==> src/sv/srd_pkg.sv <==
`timescale 1ns / 1ps
`default_nettype none
package srd_pkg;

   localparam int DividendWidth = 64;
   localparam int DivisorWidth  = 32;
   localparam int ShiftWidth    = 7;
   localparam int QuoBits       = 31;
   localparam int NumCells      = QuoBits;

   localparam logic [QuoBits-1:0] QuoSat = {QuoBits{1'b1}};

   // Data handed from one division cell to the next.
   typedef struct packed {
      logic                    qneg;
      logic                    ovf;
      logic                    dz;
      logic [QuoBits-1:0]      rem;
      logic [QuoBits-1:0]      low;
      logic [QuoBits-1:0]      quo;
      logic [DivisorWidth-1:0] div;
   } cell_data_type;

endpackage
`default_nettype wire

==> src/sv/srd_cell.sv <==
`timescale 1ns / 1ps
`default_nettype none
module srd_cell (
   input  wire logic                   clock,
   input  wire logic                   reset,
   input  wire logic                   in_valid,
   input  wire srd_pkg::cell_data_type in_data,
   output logic                        out_valid,
   output srd_pkg::cell_data_type      out_data
);
   import srd_pkg::*;

   logic [QuoBits:0]   trial;
   logic [QuoBits+1:0] diff;
   logic               take;
   logic               valid_ff;
   cell_data_type      data_ff, data_in;

   // One restoring step: bring down the next dividend bit and try the divisor.
   always_comb begin
      trial = {in_data.rem, in_data.low[QuoBits-1]};
      diff  = {1'b0, trial} - {1'b0, in_data.div};
      take  = !diff[QuoBits+1];
      data_in      = in_data;
      data_in.rem  = take ? diff[QuoBits-1:0] : trial[QuoBits-1:0];
      data_in.low  = {in_data.low[QuoBits-2:0], 1'b0};
      data_in.quo  = {in_data.quo[QuoBits-2:0], take};
   end

   always_ff @(posedge clock) begin
      if (reset) begin
         valid_ff <= 1'b0;
      end else begin
         valid_ff <= in_valid;
      end
      data_ff <= data_in;
   end

   assign out_valid = valid_ff;
   assign out_data  = data_ff;

endmodule
`default_nettype wire

==> config.mk <==
export PLATFORM = sky130hd
export DESIGN_NAME = srd_cell
export DESIGN_NICKNAME = d
export VERILOG_FILES = /design/src/sv/srd_pkg.sv /design/src/sv/srd_cell.sv
export SDC_FILE = /design/constraint.sdc
export NUM_CORES = 1
export LEC_CHECK = 0
export BUFFER_PORTS_ARGS = -buffer_cell sky130_fd_sc_hd__buf_4
export CORE_MARGIN = 2
export CORE_UTILIZATION = 40
export CTS_BUF_LIST = sky130_fd_sc_hd__clkbuf_2
export DETAILED_ROUTE_END_ITERATION = 7
export PLACE_DENSITY = 0.73
export SLEW_MARGIN = 5
export SYNTH_ARGS = -nofsm -noshare
export SYNTH_HDL_FRONTEND = slang
export SYNTH_SLANG_ARGS = --single-unit
export TNS_END_PERCENT = 1
==> constraint.sdc <==
create_clock -name clock -period 4 [get_ports clock]
set_input_delay 0.8 -clock clock [delete_from_list [all_inputs] [get_ports clock]]
set_output_delay 0.8 -clock clock [all_outputs]
set_load 0.01 [all_outputs]
==> summary.txt <==
STA
  – Final worst-path setup slack: 1.05 ns
  – RSZ-0062 raised after global routing: false
  – Hold Vio Cnt, Final: 0
  – F_max: 0.339 GHz
  – Setup Viol. Count Final: 0
  – Fin. max-slew vios: 0
  – Post-route setup TNS: 0 ns
  – Tmin final: 2.95 ns
  – Least-Margin Pin Slew: 0.525 ns
  – Relative slew slack: 64.7%
  – Final period util: 73.7%

Setup path
  – Worst Path Arrival: 3.50 ns
  – Crit-path slowest cell: fa_1
  – CP peak stage delay: 0.42 ns
  – Worst EP required: 4.56 ns
  – CP Class: primary input to register
  – Cell breakdown of the critical path: buf_4, ha_1, fa_1, nand2b_1, a21oi_1, o21ai_1, nand4_1, a32oi_1, nand2b_1, a21oi_2, o21ai_4, buf_4, mux2_4
  – Worst-path fanout max: 13
  – Crit path capture type: register
  – Startpoint Class: primary input

Logic synthesis
  – Mapped Avg Cell Area: 11.8 um2
  – Top cells by count, synth: dfxtp_1, inv_1, ha_1, mux2_4, a21oi_1
  – Area leader, netlist: dfxtp_1
  – Syn Inst Count: 399
  – Post-synth EDFFs: 0
  – Synthesized Nets: 563
  – Seq cells post-synth: 128
  – Most common cell in the netlist: dfxtp_1
  – Cell area after synthesis: 0.00472 mm2
  – Synth top area cells: dfxtp_1, ha_1, mux2_4
  – Syn. warnings: 0
  – Main synth FF type: dfxtp_1
  – Register area share after synthesis: 54.3%
  – Share of the synthesized area in the top cell type: 54.3%
  – Synth cell types: 46
  – Post-synth ARST share: 0%

GRT
  – Pin count of the biggest net entering global routing: 20
  – Initial antenna violation count: 1
  – Total global routing overflow: 0
  – Vias in the first global route: 3810
  – Total Routing Usage GR: 20.6%
  – First-pass GRT wire length: 19800 um

Drt
  – Detail Route Antenna Nets: 0
  – Remaining DRCs: 0
  – DRT Pass-1 Iters: 6
  – Detail-routed via count per cell: 4.63
  – Routed WL: 13200 um
  – Routed wire per std cell: 16.0 um
  – Via count: 3818
  – Initial DRC Count: 189

Layout
  – Fillers: 922
  – Final Net Count: 831
  – Core Util, Final: 61.1%
  – Share of cells above drive strength 1: 48.5%
  – Synth-to-layout area growth: 48.4%

Clock network
  – Clock transition at the registers of the reported paths: 0.21 ns
  – Cts bufs inserted: 17
  – # Post-CTS Setup Buffers: 0
  – Clock Path Buffers: 2
  – Post-CTS resize count: 0
  – TritonCTS clock tree: done
  – CTS Root Buffer Type: clkbuf_2
  – Clock Sinks: 128
  – CTS Hold Bufs: 0
  – CTS H-tree depth: 4

Place
  – Place WS: 0.361 ns
  – Hpwl dp: 10700 um
  – Port Buffer Count: 257
  – Final Wtd Congestion: 0.837

Run
  – Max-cap violations: 0

Power
  – Internal power: 2.03 mW
  – Pwr per Cell Area: 413 mW/mm2
  – Maximum vdd drop: 0.000368 V
  – P_sw: 0.864 mW
  – Combinational share of power: 25.6%
  – Net switching fraction of the power: 29.9%
  – Pleak: 3.57 nW
  – Reg power frac: 49.1%
  – Clock power frac: 25.4%

Outcome
  – Status: finished clean

Min path
  – Hold_sp: in_data[41]
  – Min-delay worst type: primary input to register
  – Hold path depth: 1
  – Worst Hold End: out_data[42]$_DFF_P_

Floorplanning
  – Initial Utilization: 41.2%
  – Total core area: 0.0115 mm2
  – Die X: 113 um
  – I/O pin count: 260
  – # rows: 39
  – Die Area: 0.0127 mm2
  – Die H: 113 um
==> per-layer routing <==
| layer | vias up | global-route usage (%) | part of all wire, % |
|---|---|---|---|
| met5 | - | 0 | 0 |
| met4 | 0 | 9.19 | 2.2 |
| met3 | 20 | 6.64 | 7.2 |
| met2 | 141 | 36.4 | 52 |
| met1 | 1757 | 22.4 | 38 |
| li1 | 1900 | - | - |
==> worst max path at each step <==
stage,slack [ns],from,endpoint,depth (start not counted)
2_1_floorplan,0.88,in_data[93],out_data[100]$_DFF_P_,13
3_3_place_gp,0.39,in_data[7],out_data[114]$_DFF_P_,13
3_5_place_dp,0.36,in_data[0],out_data[117]$_DFF_P_,13
4_1_cts,1.12,in_data[0],out_data[117]$_DFF_P_,13
5_1_grt,0.97,in_data[93],out_data[117]$_DFF_P_,14
6_report,1.05,in_data[0],out_data[111]$_DFF_P_,13
==> worst max-delay path: cells and delay by family <==
| kind | cells | cell delay, ns |
|---|---|---|
| buffers and inverters | 2 | 0.41 |
| multiplexers | 1 | 0.32 |
| AND/OR/NAND/NOR | 3 | 0.48 |
| AO/OA/AOI/OAI | 5 | 0.84 |
| adder cells (fa/ha/maj) | 2 | 0.65 |
==> registers in the layout, summed over array words and instances (netlist names) <==
name       count
out_valid      1
out_data     127
==> cells by family (layout without fill, tap and decap cells) <==
kind of cell | Yosys count | in the layout | synth area share [%]
compound gates | 79 | 79 | 12.2
xor+xnor | 28 | 28 | 5.19
fa+ha+maj | 33 | 33 | 8.90
buf+inv | 52 | 333 | 5.09
flops | 128 | 128 | 54.3
mux | 31 | 31 | 9.27
other cells | 1 | 2 | 0.0794
simple gates | 47 | 47 | 5.01
==> cell usage in the layout, fill, tap and decap left out, drive strengths merged, types with 2 or more instances in the layout <==
cell / n
buf: 259
dfxtp: 128
inv: 46
ha: 32
mux2: 27
a21oi: 26
xnor2: 20
clkbuf: 17
a21o: 13
o21ai: 13
nand2: 12
nor2: 8
xor2: 8
nand3: 7
a31oi: 6
nand4: 5
clkinvlp: 5
clkinv: 5
and3: 4
nand2b: 4
mux2i: 4
nor2b: 3
a21boi: 3
o211ai: 2
o21a: 2
o21bai: 2
a211oi: 2
==> area by class of cell <==
class	count	area (um2)	share of cell area, %
antenna	1	2.50	0.0357
clock buffer	17	85.1	1.21
clock inverter	15	136	1.95
inverter	42	158	2.25
multi-input combinational	219	1930	27.5
sequential	128	2560	36.6
tap	143	179	2.55
timing repair buffer	259	1960	27.9
==> per-stage QoR <==
step	instance area (um2)	std cells	hold WS [ns]	power, mW
after floorplan	4720	399	0.828	1.84
after global placement	6780	791	0.904	2.18
after detailed placement	6780	791	0.906	2.19
after CTS	7000	823	0.123	2.93
after global routing	7010	824	0.106	3.04
final	7010	824	0.211	2.89
==> power groups by stage <==
stage	Sequential [mW]	Combinational (mW)	Clock, mW
after floorplan	1.50	0.342	0
after global placement	1.44	0.732	0
after detailed placement	1.45	0.743	0
after CTS	1.42	0.746	0.760
after global routing	1.43	0.797	0.815
final	1.42	0.740	0.734
Power figures use the tool's default switching activity.
